`config.mk`:
```
export PLATFORM = sky130hd
export DESIGN_NAME = pdsc_mul
export DESIGN_NICKNAME = d
export VERILOG_FILES = /design/src/sv/pdsc_pkg.sv /design/src/sv/pdsc_mul.sv
export SDC_FILE = /design/constraint.sdc
export NUM_CORES = 2
export LEC_CHECK = 0
export ABC_AREA = 1
export BUFFER_PORTS_ARGS = -buffer_cell sky130_fd_sc_hd__buf_2
export CORE_ASPECT_RATIO = 1.25
export CORE_MARGIN = 8
export CORE_UTILIZATION = 27
export DETAILED_ROUTE_END_ITERATION = 12
export MAX_ROUTING_LAYER = met4
export PLACE_DENSITY = 0.41
export SKIP_LAST_GASP = 1
export SYNTH_ARGS = -nofsm -noshare
export SYNTH_HDL_FRONTEND = slang
export SYNTH_SLANG_ARGS = --single-unit
```
`constraint.sdc`:
```
create_clock -name clk -period 11 [get_ports clk]
set_input_delay 2.2 -clock clk [delete_from_list [all_inputs] [get_ports clk]]
set_output_delay 2.2 -clock clk [all_outputs]
set_load 0.02 [all_outputs]
```
`src/sv/pdsc_pkg.sv`:
```
package pdsc_pkg;

  localparam int unsigned CoordW = 32;
  localparam int unsigned PlaneW = 64;
  localparam int unsigned AccW   = 128;
  localparam int unsigned MulW   = 33;
  localparam int unsigned ProdW  = 2 * MulW;

  typedef enum logic [1:0] {
    KIND_THREE_PTS = 2'd0,
    KIND_NORMAL_PT = 2'd1,
    KIND_VERTEX    = 2'd2,
    KIND_EMPTY     = 2'd3
  } kind_t;

  localparam logic [1:0] VERDICT_ABOVE = 2'b01;
  localparam logic [1:0] VERDICT_ON    = 2'b00;
  localparam logic [1:0] VERDICT_BELOW = 2'b11;

  typedef enum logic [3:0] {
    ST_IDLE,
    ST_CROSS,
    ST_ORV,
    ST_BITLEN,
    ST_SCALE,
    ST_SQ,
    ST_SQRT,
    ST_CHECK,
    ST_DIV_GO,
    ST_DIV_WAIT,
    ST_OFFS,
    ST_NP,
    ST_CLS,
    ST_DONE
  } state_t;

  typedef struct packed {
    logic                   en;
    logic                   hi;
    logic signed [MulW-1:0] a;
    logic signed [MulW-1:0] b;
  } mul_req_t;

  typedef struct packed {
    logic                    valid;
    logic                    hi;
    logic signed [ProdW-1:0] p;
  } mul_rsp_t;

  // Saturate a wide signed value to the 64-bit plane format
  function automatic logic signed [PlaneW-1:0] sat_plane(input logic signed [AccW-1:0] v);
    if (v[AccW-1:PlaneW-1] == {(AccW-PlaneW+1){v[AccW-1]}}) begin
      return v[PlaneW-1:0];
    end else if (v[AccW-1]) begin
      return {1'b1, {(PlaneW-1){1'b0}}};
    end else begin
      return {1'b0, {(PlaneW-1){1'b1}}};
    end
  endfunction

endpackage

```
`src/sv/pdsc_mul.sv`:
```
module pdsc_mul (
  input  logic                 clk,
  input  logic                 rst_n,
  input  pdsc_pkg::mul_req_t   req,
  output pdsc_pkg::mul_rsp_t   rsp
);

  logic                                 valid_r;
  logic                                 hi_r;
  logic signed [pdsc_pkg::ProdW-1:0]    p_r;

  always_ff @(posedge clk) begin
    if (!rst_n) begin
      valid_r <= 1'b0;
    end else begin
      valid_r <= req.en;
    end
  end

  always_ff @(posedge clk) begin
    hi_r <= req.hi;
    p_r  <= $signed(req.a) * $signed(req.b);
  end

  assign rsp.valid = valid_r;
  assign rsp.hi    = hi_r;
  assign rsp.p     = p_r;

endmodule

```
==> run metrics <==
crit-path max FO 33; Via-to-Cell Ratio 4.26; Post-synth top cells inv_1 (1897), nand2_1 (1524), fa_1 (1145); final worst-path cycle share 0.875; Post-CTS Setup Bufs 0; CTS H-Tree Depth 3; Hold Path Origin req[66]; count of pins over their slew limit 0; post-route cell area 0.0462 mm²; drt drc 0; Worst Path Arrival 9.89 ns; Max Cap Violations 0; Starting Density 0.271; required time worst endpoint 11.27 ns; row cnt 164; GRT overflow 0; hold endpoint hi_r; mapped cell area 0.0432 mm²; dpl cell area 0.0459 mm²; die area 0.173 mm²; Synth area leader fa_1; sequential fraction of the synthesis area 0.0315; Rel. slew slack 0.286; clock tree sinks 68; worst hold path stage count 1; Final min period 9.62 ns; # IOs 138; CTS root buf clkbuf_16; Clock Tree Buf Depth 2; post_cts resized 0; initial antenna violation count 15; First DRT Iteration DRCs 1435; WS Path Type in2reg; Clock transition at path regs 0.08 ns; per-cell routed wire length 18.4 µm; input/output buffers 137; Die Y-Extent 463 µm; Syn-to-layout area delta 6.90%; Worst setup SP type primary input; Core Area 0.159 mm²; cts hold-fix bufs 0; number of synthesized register bits 68; status finished, final reports clean; Mapped Cells 5555; ratio of cells with drive above 1 in the final layout 0.0477; Post-Syn Nets 6987; DP Wirelength 122 mm; CTS tree yes; endpoints failing hold 0; achievable clock frequency 0.104 GHz; setup_tns 0 ns; DR pass1 iterations 7; vias in the first global route 37100; WL final 140 mm; Synth Area per Inst 7.78 µm²; Fillers 17300; Yosys top cell area share 0.530; Layout Nets 6916; Worst Tran Pin Value 1.07 ns; Inserted Clock Buffers 9; CP Capture Type register; Routed Antenna Nets 0; most common cell in the netlist inv_1; warnings from Yosys 0; RePlAce Congestion 0.875; EDFF count, synth 0; first-pass GRT wire length 220 mm; fraction of registers with async set/reset 0; dominant cells by area after synthesis fa_1 (53%), inv_1 (16%), nand2_1 (13%); RSZ-0062 raised after global routing no; Final Setup Violations 0; Hold Crit Class in2reg; largest net degree at the start of global routing 34; Cell variety after synth 33; vias 32300; Die W 374 µm; dominant synthesized flop cell dfxtp_1; gr usage total 0.169
==> cells by family (layout without fill, tap and decap cells) <==
kind of cell / count (synthesis) / count (layout) / synth area share
buf+inv: 2168 / 2102 / 0.188
compound gates: 105 / 105 / 0.0134
other cells: 0 / 9 / 0
fa+ha+maj: 1362 / 1362 / 0.593
xor+xnor: 39 / 39 / 0.00790
simple gates: 1813 / 1813 / 0.166
flops: 68 / 68 / 0.0315
==> layer usage <==
layer	global-route usage	share of wire	wire, µm	vias to the layer above
li1	-	-	-	14900
met1	0.187	0.39	54400	16700
met2	0.325	0.55	77100	529
met3	0.0124	0.027	3800	170
met4	0.0452	0.031	4340	0
met5	-	0	0	-
==> area by class of cell <==
cell class	instances	area (µm²)	area share
Multi-Input combinational cell	3319	33700	0.730
Inverter	1903	7140	0.155
Tap cell	2075	2600	0.0562
Sequential cell	68	1360	0.0295
Timing Repair Buffer	183	1030	0.0223
Clock buffer	10	239	0.00517
Clock inverter	6	95.1	0.00206
Antenna cell	9	22.5	0.000487
==> worst max path at each step <==
| stage | from | end | slack, ns | cells after the start |
|---|---|---|---|---|
| floorplan | req[65] | p_r[60] | 2.04 | 23 |
| global route | req[9] | p_r[58] | 0.87 | 24 |
| global placement | req[9] | p_r[62] | 1.05 | 21 |
| finish | req[9] | p_r[58] | 1.38 | 23 |
| detailed placement | req[9] | p_r[58] | 0.93 | 23 |
| CTS | req[9] | p_r[58] | 1.31 | 23 |
==> worst max-delay path, stage by stage <==
cell and delay [ns]:
buf_2 0.66, nand2_1 0.29, fa_1 0.70, fa_1 0.48, fa_1 0.57, inv_1 0.07, fa_1 1.18, fa_1 0.58
fa_1 0.51, fa_1 0.49, inv_1 0.05, fa_1 0.47, inv_1 0.04, ha_1 0.44, nand2_1 0.13, nor2_1 0.21
inv_1 0.09, nor2_2 0.17, nand2_1 0.10, nor3_1 0.16, nand2_1 0.11, nand4_1 0.09, nand2_1 0.06
==> cells in the final DEF, fill, tap and decap left out, types with 12 or more instances in the layout <==
cell	count
inv_1	1896
o21ai_0	18
nand4_1	19
buf_4	46
buf_2	137
nand2_1	1524
nor2_1	125
nor2_2	22
nand2_2	15
ha_1	217
dfxtp_1	68
a21oi_1	61
nand3_1	70
o21bai_1	12
xor2_1	35
fa_1	1145
==> sequential cells by signal (all words and copies together), names as in the netlist <==
signal and count:
valid_r 1, p_r 66, hi_r 1
==> per-stage QoR <==
step	hold WS, ns	setup WS (ns)	utilization	std cells
finish	1.93	1.38	0.290	7573
global route	1.92	0.866	0.290	7570
CTS	1.91	1.31	0.290	7564
detailed placement	2.30	0.928	0.288	7548
global placement	2.30	1.05	0.288	7548
floorplan	2.23	2.04	-	5555
Power is not shown: default switching activity piles up to over one toggle a cycle in this logic, so the estimate is an artifact.
