`src/sv/pdsc_div.sv`:
```
// Restoring divider, 64-bit dividend by 32-bit divisor, one quotient bit per cycle
module pdsc_div (
  input  logic        clk,
  input  logic        rst_n,
  input  logic        start,
  input  logic [63:0] dividend,
  input  logic [31:0] divisor,
  output logic        done,
  output logic [63:0] quotient
);

  logic        busy_r;
  logic        done_r;
  logic [5:0]  cnt_r;
  logic [31:0] rem_r;
  logic [63:0] quo_r;
  logic [31:0] dvs_r;
  logic [32:0] trial;
  logic        ge;

  assign trial = {rem_r, quo_r[63]};
  assign ge    = (trial >= {1'b0, dvs_r});

  always_ff @(posedge clk) begin
    if (!rst_n) begin
      busy_r <= 1'b0;
      done_r <= 1'b0;
      cnt_r  <= '0;
    end else begin
      done_r <= 1'b0;
      if (start) begin
        busy_r <= 1'b1;
        cnt_r  <= '1;
      end else if (busy_r) begin
        cnt_r <= cnt_r - 6'd1;
        if (cnt_r == '0) begin
          busy_r <= 1'b0;
          done_r <= 1'b1;
        end
      end
    end
  end

  always_ff @(posedge clk) begin
    if (start) begin
      rem_r <= '0;
      quo_r <= dividend;
      dvs_r <= divisor;
    end else if (busy_r) begin
      rem_r <= ge ? 32'(trial - {1'b0, dvs_r}) : trial[31:0];
      quo_r <= {quo_r[62:0], ge};
    end
  end

  assign done     = done_r;
  assign quotient = quo_r;

endmodule

```
`config.mk`:
```
export PLATFORM = sky130hd
export DESIGN_NAME = pdsc_div
export DESIGN_NICKNAME = d
export VERILOG_FILES = /design/src/sv/pdsc_div.sv
export SDC_FILE = /design/constraint.sdc
export NUM_CORES = 1
export LEC_CHECK = 0
export BUFFER_PORTS_ARGS = -buffer_cell sky130_fd_sc_hd__buf_2
export CAP_MARGIN = 20
export CORE_MARGIN = 4
export CORE_UTILIZATION = 59
export DETAILED_ROUTE_END_ITERATION = 16
export HOLD_SLACK_MARGIN = 0.12
export PLACE_DENSITY = 0.86
export SYNTH_ARGS = -nofsm -noshare
export SYNTH_HDL_FRONTEND = slang
export SYNTH_SLANG_ARGS = --single-unit
```
`constraint.sdc`:
```
create_clock -name clk -period 5.5 [get_ports clk]
set_clock_uncertainty 0.1 [all_clocks]
set_input_delay 0.825 -clock clk [delete_from_list [all_inputs] [get_ports clk]]
set_output_delay 0.825 -clock clk [all_outputs]
set_load 0.05 [all_outputs]
```
==> results.sh <==
export IMPL_yosysSeqAreaShare=0.5194
export IMPL_worst_setup_path_end_kind="flip-flop"
export IMPL_cap_violations=0
export IMPL_p_switching_w=0.0008647
export IMPL_grt_max_degree=65
export IMPL_firstDrtPassIters=7
export IMPL_die_y_microns=117.6
export IMPL_final_max_slew_viol_count=0
export IMPL_pwr_share_seq=0.416
export IMPL_clk_pin_slew_ns=0.06
export IMPL_worstSetupEndpoint="rem_r[27]"
export IMPL_r2r_end="rem_r[27]"
export IMPL_place_area_sq_um=8006
export IMPL_synth_enable_flop_cells=96
export IMPL_core_area_sq_um=11610
export IMPL_hold_buffers=0
export IMPL_fin_setup_tns_ns=0
export IMPL_stdcell_area_sq_um=8611
export IMPL_hold_violations=0
export IMPL_r2r_slack_ns=1.58
export IMPL_routed_wl_microns=17900
export IMPL_critPathSlowestCell="a32oi_4"
export IMPL_intPower_w=0.002123
export IMPL_cp_top_family="compound AO/OA/AOI/OAI gates"
export IMPL_setup_violations=0
export IMPL_dieArea_sq_um=13840
export IMPL_pwr_share_clk=0.392
export IMPL_start_util=0.6106
export IMPL_p_sw_frac=0.2894
export IMPL_gp_congestion=0.9679
export IMPL_syn_avg_cell_area_sq_um=11.29
export IMPL_r2r_cells=11
export IMPL_yosys_warnings=0
export IMPL_synth_nets=762
export IMPL_synth_distinct_cells=54
export IMPL_crit_buf_inv=2
export IMPL_syn_cell_area_sq_um=7092
export IMPL_antenna_found_initial=0
export IMPL_holdWs_ns=0.3794
export IMPL_final_nets=920
export IMPL_p_leak_nw=3.813
export IMPL_post_route_min_period_ns=3.924
export IMPL_power_density_nw_per_um2=347.0
export IMPL_crit_cells=11
export IMPL_maxClockFrequency_mhz=254.8
export IMPL_cts_made_buffers=17
export IMPL_power_frac_comb=0.192
export IMPL_slew_headroom=0.2511
export IMPL_grt_pass1_vias=5840
export IMPL_io_buffers=163
export IMPL_drive_gt1_frac=0.3329
export IMPL_ys_async_sr_fraction=0
export IMPL_dp_hpwl_microns=12480
export IMPL_grt_overflow_total=0
export IMPL_cp_common_cell="a21o_1"
export IMPL_min_period_over_period=0.7135
export IMPL_worst_pin_slew_ns=1.123
export IMPL_viasPerCell=5.975
export IMPL_clk_latency_ns=0.42
export IMPL_cts_buffer_depth=2
export IMPL_drc_errors=0
export IMPL_diodes=0
export IMPL_ys_seq_elements=136
export IMPL_h_tree_depth=4
export IMPL_cp_required_ns=5.69
export IMPL_synthCells=628
export IMPL_fp_row_count=39
export IMPL_grt_pass1_wl_microns=28890
export IMPL_grt_usage=0.2576
export IMPL_worstHoldPathType="flip-flop to flip-flop"
export IMPL_outcome="complete, no violations"
export IMPL_root_buffer="clkbuf_16"
export IMPL_pin_count=164
export IMPL_cp_start_kind="flip-flop"
export IMPL_cts_tree="yes"
export IMPL_rsz0062_at_grt="false"
export IMPL_cts_sinks=136
export IMPL_area_growth_pct=21.42
export IMPL_peakVddDrop_mv=0.2855
export IMPL_cts_resized=0
export IMPL_die_width_microns=117.6
export IMPL_reg2reg_from="dvs_r[26]"
export IMPL_ant_nets=0
export IMPL_max_stage_delay_ns=0.89
export IMPL_crit_chain="inv_1 > ha_1 > a21o_1 > a21o_1 > a21o_1 > a221o_1 > a2111o_1 > a32oi_4 > buf_4 > nand2b_1 > o21ai_0"
export IMPL_cp_max_fo=35
export IMPL_crit_start="dvs_r[26]"
export IMPL_synth_main_ff_cell="edfxtp_1"
export IMPL_num_vias=5628
export IMPL_worstPathArrival_ns=4.11
export IMPL_crit_type="flip-flop to flip-flop"
export IMPL_cts_setup_buffers=0
export IMPL_drtIter0Drc=461
export IMPL_routedWlPerCell_microns=19.01
cells in the final DEF (no fill, tap or decap), drive strengths merged, types with 5 or more instances in the layout:
master,count
mux2,64
nand4,6
nand3,19
a21oi,31
nand2b,6
a21o,14
nor2,42
nor2b,6
nand2,38
edfxtp,96
xnor2,23
buf,169
inv,46
xor2,11
a32oi,7
clkbuf,21
a31oi,12
ha,34
a211oi,14
and3,6
mux2i,7
o21ai,22
o311ai,5
dfxtp,40
nor3,12
tightest hold or removal path: stages, from the launching register on:
cell	delay, ns
dfxtp_1	0.32
nand2_1	0.06
nand2_1	0.05
layout make-up:
cell class,instances,area (sq um)
fillers,767,3003
clock inverters,11,143.9
repair buffers,169,863.3
well taps,143,178.9
clock buffers,21,460.4
flip-flops and latches,136,3684
inverters,43,161.4
multi-input cells,419,3119
power by group through the flow:
stage          Clock (W)  Combinational [W]  Sequential (W)
2_1_floorplan          0           0.000241         0.00143
3_3_place_gp           0           0.000552         0.00126
3_5_place_dp           0           0.000566         0.00126
4_1_cts          0.00118           0.000572         0.00124
5_1_grt          0.00123           0.000611         0.00125
6_report         0.00117           0.000574         0.00124
sequential cells by signal (all words and copies together), names as in the netlist:
register  cells
done          1
quotient     64
rem_r        32
dvs_r        32
busy_r        1
cnt_r         6
cells by family (layout without fill, tap and decap cells):
logic type	after synthesis	count (layout)	synth area share
AND/OR/NAND/NOR	148	148	0.09792
flip-flops	136	136	0.5194
AO/OA/AOI/OAI	131	131	0.1256
buffers and inverters	73	244	0.04075
multiplexers	71	71	0.1115
adder cells (fa/ha/maj)	35	35	0.06281
XOR/XNOR	34	34	0.04199
worst min path at each step:
stage	start	end	slack [ns]	depth (start not counted)
floorplan	rem_r[6]	rem_r[6]	0.34	2
global placement	rem_r[4]	rem_r[4]	0.35	2
detailed placement	rem_r[3]	rem_r[3]	0.36	2
CTS	rem_r[3]	rem_r[3]	0.37	2
global route	rem_r[8]	rem_r[8]	0.40	2
finish	rem_r[3]	rem_r[3]	0.38	2
Yosys cell counts (all sizes together) (2+ instances only):
| cell | n | area [sq um] |
|---|---|---|
| a41oi | 2 | 17.52 |
| and2 | 3 | 18.77 |
| o31ai | 2 | 15.01 |
| o211ai | 2 | 15.01 |
| nand4 | 6 | 37.54 |
| nand3 | 19 | 95.09 |
| clkbuf | 25 | 93.84 |
| nor3 | 12 | 60.06 |
| a32oi | 7 | 80.08 |
| edfxtp | 96 | 2883 |
| buf | 5 | 33.78 |
| dfxtp | 40 | 800.8 |
| nand2 | 38 | 142.6 |
| a31oi | 12 | 75.07 |
| a211oi | 14 | 105.1 |
| a221o | 2 | 20.02 |
| nand2b | 6 | 37.54 |
| o21ai | 22 | 110.1 |
| o21a | 3 | 22.52 |
| o21bai | 4 | 30.03 |
| nor2b | 6 | 37.54 |
| nor2 | 42 | 157.7 |
| mux2i | 7 | 70.07 |
| a211o | 2 | 17.52 |
| or3 | 4 | 25.02 |
| a21o | 14 | 105.1 |
| mux2 | 64 | 720.7 |
| inv | 43 | 161.4 |
| ha | 34 | 425.4 |
| xnor2 | 23 | 201.4 |
| xor2 | 11 | 96.34 |
| o311ai | 5 | 43.79 |
| and3 | 6 | 37.54 |
| a21oi | 31 | 155.2 |
per-layer routing:
layer | routed length, microns | track usage
met1 | 6771 | 0.2936
met2 | 9212 | 0.4495
met3 | 1506 | 0.09274
met4 | 414 | 0.08571
met5 | 0 | 0
per-stage QoR:
step / cells / setup slack [ns] / utilization / power [W]
after floorplan: 628 / 2.332 / - / 0.001670
after global placement: 910 / 1.751 / 0.6894 / 0.001809
after detailed placement: 910 / 1.575 / 0.6894 / 0.001827
after CTS: 942 / 1.566 / 0.7414 / 0.002995
after global routing: 942 / 1.312 / 0.7414 / 0.003095
final: 942 / 1.576 / 0.7414 / 0.002988
(Power assumes the default switching activity.)
