## config.mk

```make
export PLATFORM = sky130hd
export DESIGN_NAME = pdsc_isqrt
export DESIGN_NICKNAME = d
export VERILOG_FILES = /design/src/sv/pdsc_isqrt.sv
export SDC_FILE = /design/constraint.sdc
export NUM_CORES = 1
export LEC_CHECK = 0
export BUFFER_PORTS_ARGS = -buffer_cell sky130_fd_sc_hd__buf_2
export CORE_ASPECT_RATIO = 0.7
export CORE_MARGIN = 2
export CORE_UTILIZATION = 51
export DETAILED_ROUTE_END_ITERATION = 8
export PLACE_DENSITY = 0.69
export SYNTH_ARGS = -nofsm -noshare
export SYNTH_HDL_FRONTEND = slang
export SYNTH_SLANG_ARGS = --single-unit
```

## constraint.sdc

```tcl
create_clock -name clk -period 6.4 [get_ports clk]
set_input_delay 1.28 -clock clk [delete_from_list [all_inputs] [get_ports clk]]
set_output_delay 1.28 -clock clk [all_outputs]
set_load 0.02 [all_outputs]
```

## src/sv/pdsc_isqrt.sv

```systemverilog
// Integer square root of a 64-bit value to a 32-bit root, bit-serial; a start while busy restarts it
module pdsc_isqrt (
  input  logic        clk,
  input  logic        rst_n,
  input  logic        start,
  input  logic [63:0] val,
  output logic        done,
  output logic [31:0] root
);

  logic        busy_r;
  logic        done_r;
  logic [63:0] v_r;
  logic [63:0] r_r;
  logic [63:0] bit_r;
  logic [63:0] trial;
  logic        ge;

  assign trial = r_r + bit_r;
  assign ge    = (v_r >= trial);

  always_ff @(posedge clk) begin
    if (!rst_n) begin
      busy_r <= 1'b0;
      done_r <= 1'b0;
    end else begin
      done_r <= 1'b0;
      if (start) begin
        busy_r <= 1'b1;
      end else if (busy_r && bit_r[0]) begin
        busy_r <= 1'b0;
        done_r <= 1'b1;
      end
    end
  end

  always_ff @(posedge clk) begin
    if (start) begin
      v_r   <= val;
      r_r   <= '0;
      bit_r <= 64'h4000_0000_0000_0000;
    end else if (busy_r) begin
      if (ge) begin
        v_r <= v_r - trial;
        r_r <= (r_r >> 1) + bit_r;
      end else begin
        r_r <= r_r >> 1;
      end
      bit_r <= bit_r >> 2;
    end
  end

  assign done = done_r;
  assign root = r_r[31:0];

endmodule

```

==> impl_metrics.env, run 1 <==
export IMPL_wl_met3_mm=3.32
export IMPL_num_rows=52
export IMPL_final_seq_area_mm2=0.00389
export IMPL_cellPowerDensity_mw_per_mm2=335
export IMPL_grt_usage_pct=27.7
export IMPL_finalMaxSlewViolations=0
export IMPL_ioPinCount=100
export IMPL_ys_async_sr_fraction_pct=0
export IMPL_routed_wl_mm=42.9
export IMPL_dp_hpwl_mm=32.6
export IMPL_place_congestion=0.985
export IMPL_hold_depth=2
export IMPL_highest_layer="met4"
export IMPL_cts_sinks=162
export IMPL_multi_input_area_mm2=0.0102
export IMPL_ys_ff_latch=162
export IMPL_yosys_area_top_type="dfxtp_1"
export IMPL_htreeDepth=4
export IMPL_route_met2_wl_mm=17.1
export IMPL_grt_pass1_vias=12833
export IMPL_maxCapViolations=0
export IMPL_hp_class="reg2reg"
export IMPL_drc=0
export IMPL_insertion_delay_ns=0.46
export IMPL_n_antenna_cell=0
export IMPL_cts_root_buffer="clkbuf_16"
export IMPL_via_per_inst=6.17
export IMPL_leakagePower_nw=6.37
export IMPL_finalSetupViolations=0
export IMPL_worstMarginPinSlew_ns=0.898
export IMPL_max_freq_ghz=0.170
export IMPL_vias=14064
export IMPL_start_util_pct=51.8
export IMPL_synth_area_leaders="dfxtp_1 13%, edfxtp_1 13%, ha_1 11%"
export IMPL_drt_iter0_drc=1443
export IMPL_core_mm2=0.0289
export IMPL_fin_area_mm2=0.0161
export IMPL_grt_pass1_wl_mm=68.7
export IMPL_grt_max_degree=88
export IMPL_syn_nets=2083
export IMPL_synth_edff_count=64
export IMPL_postSynthCellCount=1885
export IMPL_crit_path_start_kind="flip-flop"
export IMPL_critPathRequiredTime_ns=6.59
export IMPL_place_area_mm2=0.0155
export IMPL_post_route_min_period_ns=5.89
export IMPL_worstRegToRegCells=20
export IMPL_m1WireLength_mm=22.0
export IMPL_slew_headroom_pct=40.1
export IMPL_syn_cell_area_mm2=0.0150
export IMPL_synth_top_area_share_pct=13.1
export IMPL_firstDrtPassIters=8
export IMPL_yosys_cell_types_count=82
export IMPL_critical_path_arrival_ns=6.09
export IMPL_crit_fanout=8
export IMPL_crit_type="reg2reg"
export IMPL_portBuffers=99
export IMPL_cts_tree="built"
export IMPL_rsz0062_at_grt="no"
export IMPL_cts_path_max_buffers=2
export IMPL_placed_cells=2248
export IMPL_fin_tns_setup_ns=0
export IMPL_fill_cells=2739
export IMPL_ant_nets=0
export IMPL_synth_most_common_cell="nand2_1"
export IMPL_areaGrowthSynthToFinish_pct=7.52
export IMPL_hold_violations=0
export IMPL_ctsHoldBuffers=0
export IMPL_synth_common_cells="197 x nand2_1, 176 x nor2_1, 167 x o21ai_0"
export IMPL_period_share_pct=92.1
export IMPL_globalRouteOverflowTotal=0
export IMPL_status="finished, final reports clean"
export IMPL_yosys_warnings=0
export IMPL_layout_cells_non_filler=2281
export IMPL_die_h_um=147
export IMPL_numCtsBuffers=17
export IMPL_clk_pin_slew_ns=0.07
export IMPL_die_w_um=209
export IMPL_drive_above_1_share_pct=11.6
export IMPL_finalClockSkew_ns=0.0142
export IMPL_post_drt_wl_per_cell_um=18.8
export IMPL_nNetsFinal=2088
export IMPL_synth_flop_cell="dfxtp_1"
export IMPL_die_area_mm2=0.0307
export IMPL_syn_mean_instance_area_um2=7.93
export IMPL_peakVddDrop_mv=0.187
export IMPL_antenna_found_initial=0
export IMPL_crit_path_end_kind="flip-flop"
export IMPL_ys_seq_area_share_pct=26.0
## stage by stage
stage          power (W)  util [%]  hold slack, ns  setup WS (ns)
4_1_cts          0.00534      55.5           0.520          0.352
6_report         0.00539      55.7           0.524          0.507
5_1_grt          0.00577      55.7           0.535         0.0801
3_5_place_dp     0.00433      53.7           0.510          0.422
2_1_floorplan    0.00363         -           0.454          0.707
3_3_place_gp     0.00430      53.7           0.494          0.430
## report_power, final
part	internal [W]	leakage, nW	total [W]	switching, W
Sequential	0.00134	1.45	0.00149	0.000154
Clock	0.000503	0.260	0.000992	0.000489
Combinational	0.00115	4.67	0.00290	0.00176
Total	0.00299	6.37	0.00539	0.00240
## critical path: stages (launching register included)
cell       delay, ns
dfxtp_1         0.35
ha_1            0.21
ha_1            0.22
a21o_1          0.21
a31o_2          0.27
a211o_1         0.37
a211o_1         0.34
a21o_1          0.21
a31oi_1         0.29
nor2b_1         0.10
xnor2_1         0.16
ha_1            0.45
nand2_1         0.11
nor4_1          0.41
nand4_1         0.20
a2111oi_1       0.65
nor2_1          0.28
o2111ai_1       0.38
a31oi_1         0.15
xor2_1          0.17
o21ai_1         0.07
## layer usage
| layer | vias up | global-route usage (%) |
|---|---|---|
| met5 | - | 0 |
| met4 | 0 | 6.46 |
| met3 | 32 | 5.47 |
| met2 | 522 | 38.7 |
| met1 | 6584 | 43.1 |
| li1 | 6926 | - |
## cell usage in the layout, fill, tap and decap left out, types with 6 or more instances in the layout
cell type	Yosys	routed
xor2_1	76	76
inv_1	43	42
nor4_1	8	8
a21o_1	59	59
xnor2_1	72	72
or3_1	22	22
nor3_1	23	23
nand2_1	197	197
o211ai_1	9	9
mux2i_1	45	45
a21oi_1	130	129
nor2b_1	21	21
clkbuf_16	0	17
and2_1	10	10
edfxtp_1	64	64
o21bai_1	29	29
and4_1	7	7
o21ai_0	167	167
o21a_1	11	11
ha_1	130	130
buf_2	14	98
nand2b_1	14	14
nand3_1	23	23
a31o_2	18	18
nand4_1	46	46
a21boi_0	6	6
a211oi_1	41	41
a31oi_1	52	52
o31ai_1	9	7
a221oi_1	13	13
o21ai_1	15	15
and3_1	8	8
a311oi_1	17	17
nor2_1	176	176
buf_4	34	28
dfxtp_1	98	97
## final cells by class
| cell class | count | share of cell area (%) |
|---|---|---|
| clock buffer | 19 | 2.69 |
| tap | 378 | 2.94 |
| multi-input combinational | 1533 | 63.5 |
| inverter | 44 | 1.05 |
| clock inverter | 13 | 0.622 |
| timing repair buffer | 132 | 5.05 |
| sequential | 162 | 24.2 |
## final timing paths
kind         endpoint      from  slack (ns)
max           v_r[61]  bit_r[0]        0.51
min            r_r[0]    r_r[0]        0.52
max reg2reg   v_r[61]  bit_r[0]        0.51
min reg2reg    r_r[0]    r_r[0]        0.52
## what timing repair did
item                       4_1_cts  5_1_grt
gates resized for setup          0        4
setup buffers                    0        1
setup endpoints to repair        0       40
## kinds of logic after synthesis
family | count (synthesis) | synth area share (%)
AO/OA/AOI/OAI | 631 | 27.4
AND/OR/NAND/NOR | 573 | 17.7
buffers and inverters | 190 | 5.89
flip-flops | 162 | 26.0
XOR/XNOR | 148 | 8.67
adder cells (fa/ha/maj) | 131 | 11.0
multiplexers | 50 | 3.39
## flip-flops by register name (all words and copies together) (netlist names)
register and flops:
bit_r 32, busy_r 1, done 1, v_r 64, r_r 64
(Power assumes the default switching activity.)
==> run 2, diff against run 1 <==
- CAP_MARGIN: unset -> 20
- CORE_UTILIZATION: 51 -> 25
- MAX_ROUTING_LAYER: unset -> met4
- PLACE_DENSITY: 0.69 -> unset
==> impl_metrics.env, run 2 (synthesis gave the netlist of run 1 again) <==
export IMPL_startpoint="r_r[2]"
export IMPL_critPathRequiredTime_ns=6.55
export IMPL_final_common_cell="nand2_1"
export IMPL_core_mm2=0.0587
export IMPL_numCtsBuffers=17
export IMPL_max_freq_ghz=0.165
export IMPL_place_congestion=0.930
export IMPL_multi_input_area_mm2=0.0102
export IMPL_cellPowerDensity_mw_per_mm2=332
export IMPL_finalClockSkew_ns=0.0133
export IMPL_cts_tree="built"
export IMPL_finalSetupViolations=0
export IMPL_peakVddDrop_mv=0.153
export IMPL_power_w=0.00552
export IMPL_vias=14043
export IMPL_biggestRegsByFlops="r_r: 64 flops, v_r: 64 flops, bit_r: 32 flops"
export IMPL_clk_pin_slew_ns=0.07
export IMPL_finalWorstSetupSlack_ns=0.351
export IMPL_n_antenna_cell=0
export IMPL_hold_violations=0
export IMPL_met2_usage_pct=21.1
export IMPL_fin_util_pct=28.3
export IMPL_postCtsSetupBuffers=0
export IMPL_post_cts_resize_count=0
export IMPL_areaGrowthSynthToFinish_pct=11.2
export IMPL_place_area_mm2=0.0160
export IMPL_fin_tns_setup_ns=0
export IMPL_ctsHoldBuffers=0
export IMPL_dp_slack_ns=0.335
export IMPL_grt_usage_pct=15.3
export IMPL_num_rows=74
export IMPL_crit_path_end_kind="flip-flop"
export IMPL_grt_busiest_layer="met1"
export IMPL_cp_num_buf_inv=2
export IMPL_die_area_mm2=0.0618
export IMPL_grt_util_met3_pct=2.86
export IMPL_via_per_inst=5.21
export IMPL_grt_pass1_wl_mm=73.5
export IMPL_leakagePower_nw=6.40
export IMPL_post_drt_wl_per_cell_um=17.2
export IMPL_status="finished, final reports clean"
export IMPL_globalRouteOverflowTotal=0
export IMPL_period_share_pct=94.5
export IMPL_final_seq_area_mm2=0.00389
export IMPL_grt_max_degree=126
export IMPL_routed_wl_mm=46.5
export IMPL_portBuffers=99
export IMPL_cp_slowest_cell="o21ai_1"
export IMPL_gr_usage_met1_pct=23.0
export IMPL_drt_iter0_drc=1324
export IMPL_slowest_delay_ns=0.44
export IMPL_worstMarginPinSlew_ns=0.959
export IMPL_cts_sinks=162
export IMPL_min_from="r_r[0]"
export IMPL_maxCapViolations=0
export IMPL_die_h_um=209
export IMPL_hp_class="reg2reg"
export IMPL_critical_path_arrival_ns=6.20
export IMPL_fin_area_mm2=0.0166
export IMPL_die_w_um=296
export IMPL_drc=0
export IMPL_crit_fanout=45
export IMPL_post_route_min_period_ns=6.05
export IMPL_antenna_found_initial=0
export IMPL_ant_nets=0
export IMPL_crit_type="reg2reg"
export IMPL_r2r_start="r_r[2]"
export IMPL_htreeDepth=4
export IMPL_fill_cells=6390
export IMPL_insertion_delay_ns=0.45
export IMPL_firstDrtPassIters=6
export IMPL_crit_path_start_kind="flip-flop"
export IMPL_ioPinCount=100
export IMPL_cts_root_buffer="clkbuf_16"
export IMPL_cts_path_max_buffers=2
export IMPL_nNetsFinal=2086
export IMPL_slew_headroom_pct=36.1
export IMPL_critical_path_top_delay_family="compound AO/OA/AOI/OAI gates"
export IMPL_grt_pass1_vias=12988
export IMPL_dp_hpwl_mm=35.8
export IMPL_finalMaxSlewViolations=0
export IMPL_start_util_pct=25.5
export IMPL_final_cell_mix="197 x nand2_1, 176 x nor2_1, 167 x o21ai_0, 130 x ha_1, 129 x a21oi_1"
export IMPL_rsz0062_at_grt="no"
export IMPL_crit_path_cell_trace="ha_1 > a31oi_1 > o21bai_1 > a211oi_2 > buf_4 > o21bai_2 > a211oi_1 > o21ai_1 > a21oi_2 > o31ai_2 > a21oi_1 > o21bai_1 > xnor2_1 > ha_1 > a21o_1 > a21o_1 > a21oi_1 > o21ai_0 > o21bai_1 > a21oi_1 > o31a_2 > nor2_1 > or2_2 > buf_12"
export IMPL_drive_above_1_share_pct=11.3
## run 2: changes by cell type in the layout (fill, tap and decap cells not counted)
cell,before,now
clkinvlp_4,3,0
inv_1,42,43
clkinv_4,2,0
clkbuf_16,17,18
inv_6,5,0
clkbuf_8,0,6
bufinv_16,0,1
o41ai_2,1,2
inv_4,3,1
buf_4,28,27
buf_12,5,4
o41ai_1,2,1
clkbuf_1,2,3
## run 2: path summary, 6_finish.rpt
| check | end | slack [ns] | cells past startpoint |
|---|---|---|---|
| max | v_r[24] | 0.35 | 24 |
| min | r_r[0] | 0.51 | 2 |
| max reg2reg | v_r[24] | 0.35 | 24 |
| min reg2reg | r_r[0] | 0.51 | 2 |
## run 2: worst register-to-register path, delay by kind of cell, from the launching register on
kind	cells	cell delay (ns)
adders and majority gates	2	0.67
buffers and inverters	2	0.36
xor gates and xnor gates	1	0.13
DFF	1	0.36
and+or+nand+nor	2	0.43
AOI/OAI and AO/OA	17	3.72
## run 2: report_power, final
part	leakage, nW	switching, W	internal [W]
clock	0.291	0.000441	0.000617
sequential	1.45	0.000151	0.00134
combinational	4.66	0.00181	0.00115
## run 2: stage by stage
| stage | hold slack [ns] | instances |
|---|---|---|
| detailed placement | 0.507 | 2667 |
| floorplan | 0.454 | 1885 |
| global route | 0.571 | 2697 |
| global placement | 0.490 | 2667 |
| finish | 0.514 | 2697 |
| CTS | 0.516 | 2697 |
## run 2: routing by layer
layer	vias to the layer above	routed length [um]
met5	-	0
met1	6672	24100
met2	433	19100
li1	6910	-
met3	28	2990
met4	0	382
## run 2: area by class of cell
cell class | count | area share [%]
repair buffers | 130 | 4.72
inverters | 44 | 0.993
clock buffers | 27 | 3.27
flip-flops and latches | 162 | 23.4
well taps | 798 | 6.00
clock inverters | 3 | 0.248
multi-input cells | 1533 | 61.4
==> run 3, diff against run 2 <==
- SETUP_SLACK_MARGIN: unset -> 0.5
- clock period: 6.4 -> 6.45 ns (I/O delays scaled with it)
==> impl_metrics.env, run 3 (synthesis gave the netlist of run 1 again) <==
export IMPL_ioPinCount=100
export IMPL_drt_iter0_drc=1271
export IMPL_crit_fanout=19
export IMPL_die_area_mm2=0.0618
export IMPL_numCtsBuffers=17
export IMPL_critical_path_most_common_cell="a21o_1"
export IMPL_leakagePower_nw=6.52
export IMPL_finalClockSkew_ns=0.0152
export IMPL_ant_nets=0
export IMPL_grt_pass1_vias=13273
export IMPL_antenna_found_initial=0
export IMPL_hp_class="reg2reg"
export IMPL_slew_headroom_pct=35.1
export IMPL_start_util_pct=25.5
export IMPL_final_cell_mix="197 x nand2_1, 175 x nor2_1, 165 x o21ai_0, 124 x ha_1, 119 x a21oi_1"
export IMPL_worstMarginPinSlew_ns=0.974
export IMPL_place_area_mm2=0.0160
export IMPL_fin_tns_setup_ns=0
export IMPL_cts_path_max_buffers=2
export IMPL_cts_tree="built"
export IMPL_switching_share_pct=44.0
export IMPL_num_rows=74
export IMPL_insertion_delay_ns=0.45
export IMPL_grt_max_degree=126
export IMPL_routed_wl_mm=47.7
export IMPL_cp_num_buf_inv=1
export IMPL_grt_pass1_wl_mm=74.7
export IMPL_post_drt_wl_per_cell_um=17.6
export IMPL_combPwrFrac_pct=55.2
export IMPL_nNetsFinal=2096
export IMPL_rsz0062_at_grt="no"
export IMPL_fill_cells=6350
export IMPL_finalMaxSlewViolations=0
export IMPL_p_int_w=0.00317
export IMPL_crit_path_end_kind="flip-flop"
export IMPL_cts_root_buffer="clkbuf_16"
export IMPL_clk_pin_slew_ns=0.06
export IMPL_peakVddDrop_mv=0.162
export IMPL_dp_hpwl_mm=36.0
export IMPL_power_frac_seq_pct=26.2
export IMPL_firstDrtPassIters=6
export IMPL_globalRouteOverflowTotal=0
export IMPL_core_mm2=0.0587
export IMPL_maxCapViolations=0
export IMPL_critPathRequiredTime_ns=6.62
export IMPL_slowest_delay_ns=0.38
export IMPL_drive_above_1_share_pct=13.9
export IMPL_hold_violations=0
export IMPL_critical_path_top_delay_family="compound AO/OA/AOI/OAI gates"
export IMPL_portBuffers=99
export IMPL_via_per_inst=5.22
export IMPL_p_clk_share_pct=18.7
export IMPL_period_share_pct=88.8
export IMPL_biggestRegsByFlops="r_r: 64 flops, v_r: 64 flops, bit_r: 32 flops"
export IMPL_vias=14141
export IMPL_final_common_cell="nand2_1"
export IMPL_crit_type="reg2reg"
export IMPL_areaGrowthSynthToFinish_pct=13.8
export IMPL_die_h_um=209
export IMPL_htreeDepth=4
export IMPL_max_freq_ghz=0.175
export IMPL_post_route_min_period_ns=5.73
export IMPL_power_switching_w=0.00249
export IMPL_status="finished, final reports clean"
export IMPL_place_congestion=0.931
export IMPL_cts_sinks=162
export IMPL_grt_usage_pct=15.6
export IMPL_cellPowerDensity_mw_per_mm2=333
export IMPL_die_w_um=296
export IMPL_crit_path_cell_trace="ha_2 > ha_1 > a21o_1 > a31o_2 > a211o_4 > a211o_1 > a21o_1 > a31oi_4 > o31a_1 > o21ai_1 > a21oi_1 > nor2b_1 > xnor2_1 > ha_2 > a21o_1 > a21o_1 > a21oi_2 > o21ai_1 > o21bai_1 > a21oi_1 > o31a_4 > nor2_1 > or2_2 > buf_4"
export IMPL_critical_path_arrival_ns=5.90
export IMPL_finalSetupViolations=0
export IMPL_fin_area_mm2=0.0170
export IMPL_crit_path_start_kind="flip-flop"
export IMPL_drc=0
export IMPL_cp_slowest_cell="a211o_4"
==> run 3: area by class of cell <==
type / count / area, um2 / area share (%)
Multi-Input combinational cell: 1533 / 10500 / 61.5
Clock inverter: 8 / 72.6 / 0.426
Inverter: 44 / 165 / 0.971
Timing Repair Buffer: 140 / 915 / 5.37
Antenna cell: 1 / 2.50 / 0.0147
Sequential cell: 162 / 3890 / 22.9
Clock buffer: 24 / 513 / 3.01
Tap cell: 798 / 998 / 5.87
==> run 3: path summary, 6_finish.rpt <==
kind                            startpoint      end  slack [ns]  cells past startpoint
worst max-delay path              bit_r[0]  v_r[18]        0.72                     24
worst min-delay path                r_r[0]   r_r[0]        0.53                      2
worst max register to register    bit_r[0]  v_r[18]        0.72                     24
worst min register to register      r_r[0]   r_r[0]        0.53                      2
==> run 3: what timing repair did <==
| item | 4_1_cts | 5_1_grt |
|---|---|---|
| setup buffers | 3 | 5 |
| pin swaps | 1 | 12 |
| endpoints found under the setup margin | 94 | 143 |
| hold endpoints to repair | 0 | 0 |
| hold buffers | 0 | 0 |
| gates resized for setup | 9 | 45 |
| cloned | 1 | 1 |
==> run 3: power by group through the flow <==
stage	Clock (W)	Combinational, W	Sequential, W
after floorplan	0	0.00218	0.00143
after global placement	0	0.00284	0.00150
after detailed placement	0	0.00288	0.00150
after CTS	0.00108	0.00296	0.00148
after global routing	0.00112	0.00344	0.00150
final	0.00106	0.00312	0.00148
==> run 3: metal layers <==
| metal | share of wire, % | vias up | GRT usage [%] |
|---|---|---|---|
| met1 | 51 | 6687 | 23.0 |
| met5 | 0 | - | - |
| met2 | 42 | 467 | 21.2 |
| met3 | 6.4 | 48 | 3.70 |
| met4 | 1.1 | 0 | 3.19 |
| li1 | - | 6939 | - |
==> run 3: per-stage QoR <==
| stage | power, W | setup slack (ns) | utilization (%) | hold slack (ns) | std cells |
|---|---|---|---|---|---|
| final | 0.00566 | 0.721 | 29.0 | 0.531 | 2710 |
| after global routing | 0.00606 | 0.475 | 29.0 | 0.577 | 2709 |
| after CTS | 0.00553 | 0.503 | 28.5 | 0.533 | 2703 |
| after detailed placement | 0.00438 | 0.184 | 27.3 | 0.523 | 2667 |
| after global placement | 0.00434 | 0.320 | 27.3 | 0.490 | 2667 |
| after floorplan | 0.00361 | 0.757 | - | 0.454 | 1885 |
==> run 3: tightest hold or removal path, delay by kind of cell, from the launching register on <==
kind | cells | cell delay [ns]
flip-flops | 1 | 0.33
AND/OR/NAND/NOR | 1 | 0.10
AO/OA/AOI/OAI | 1 | 0.05
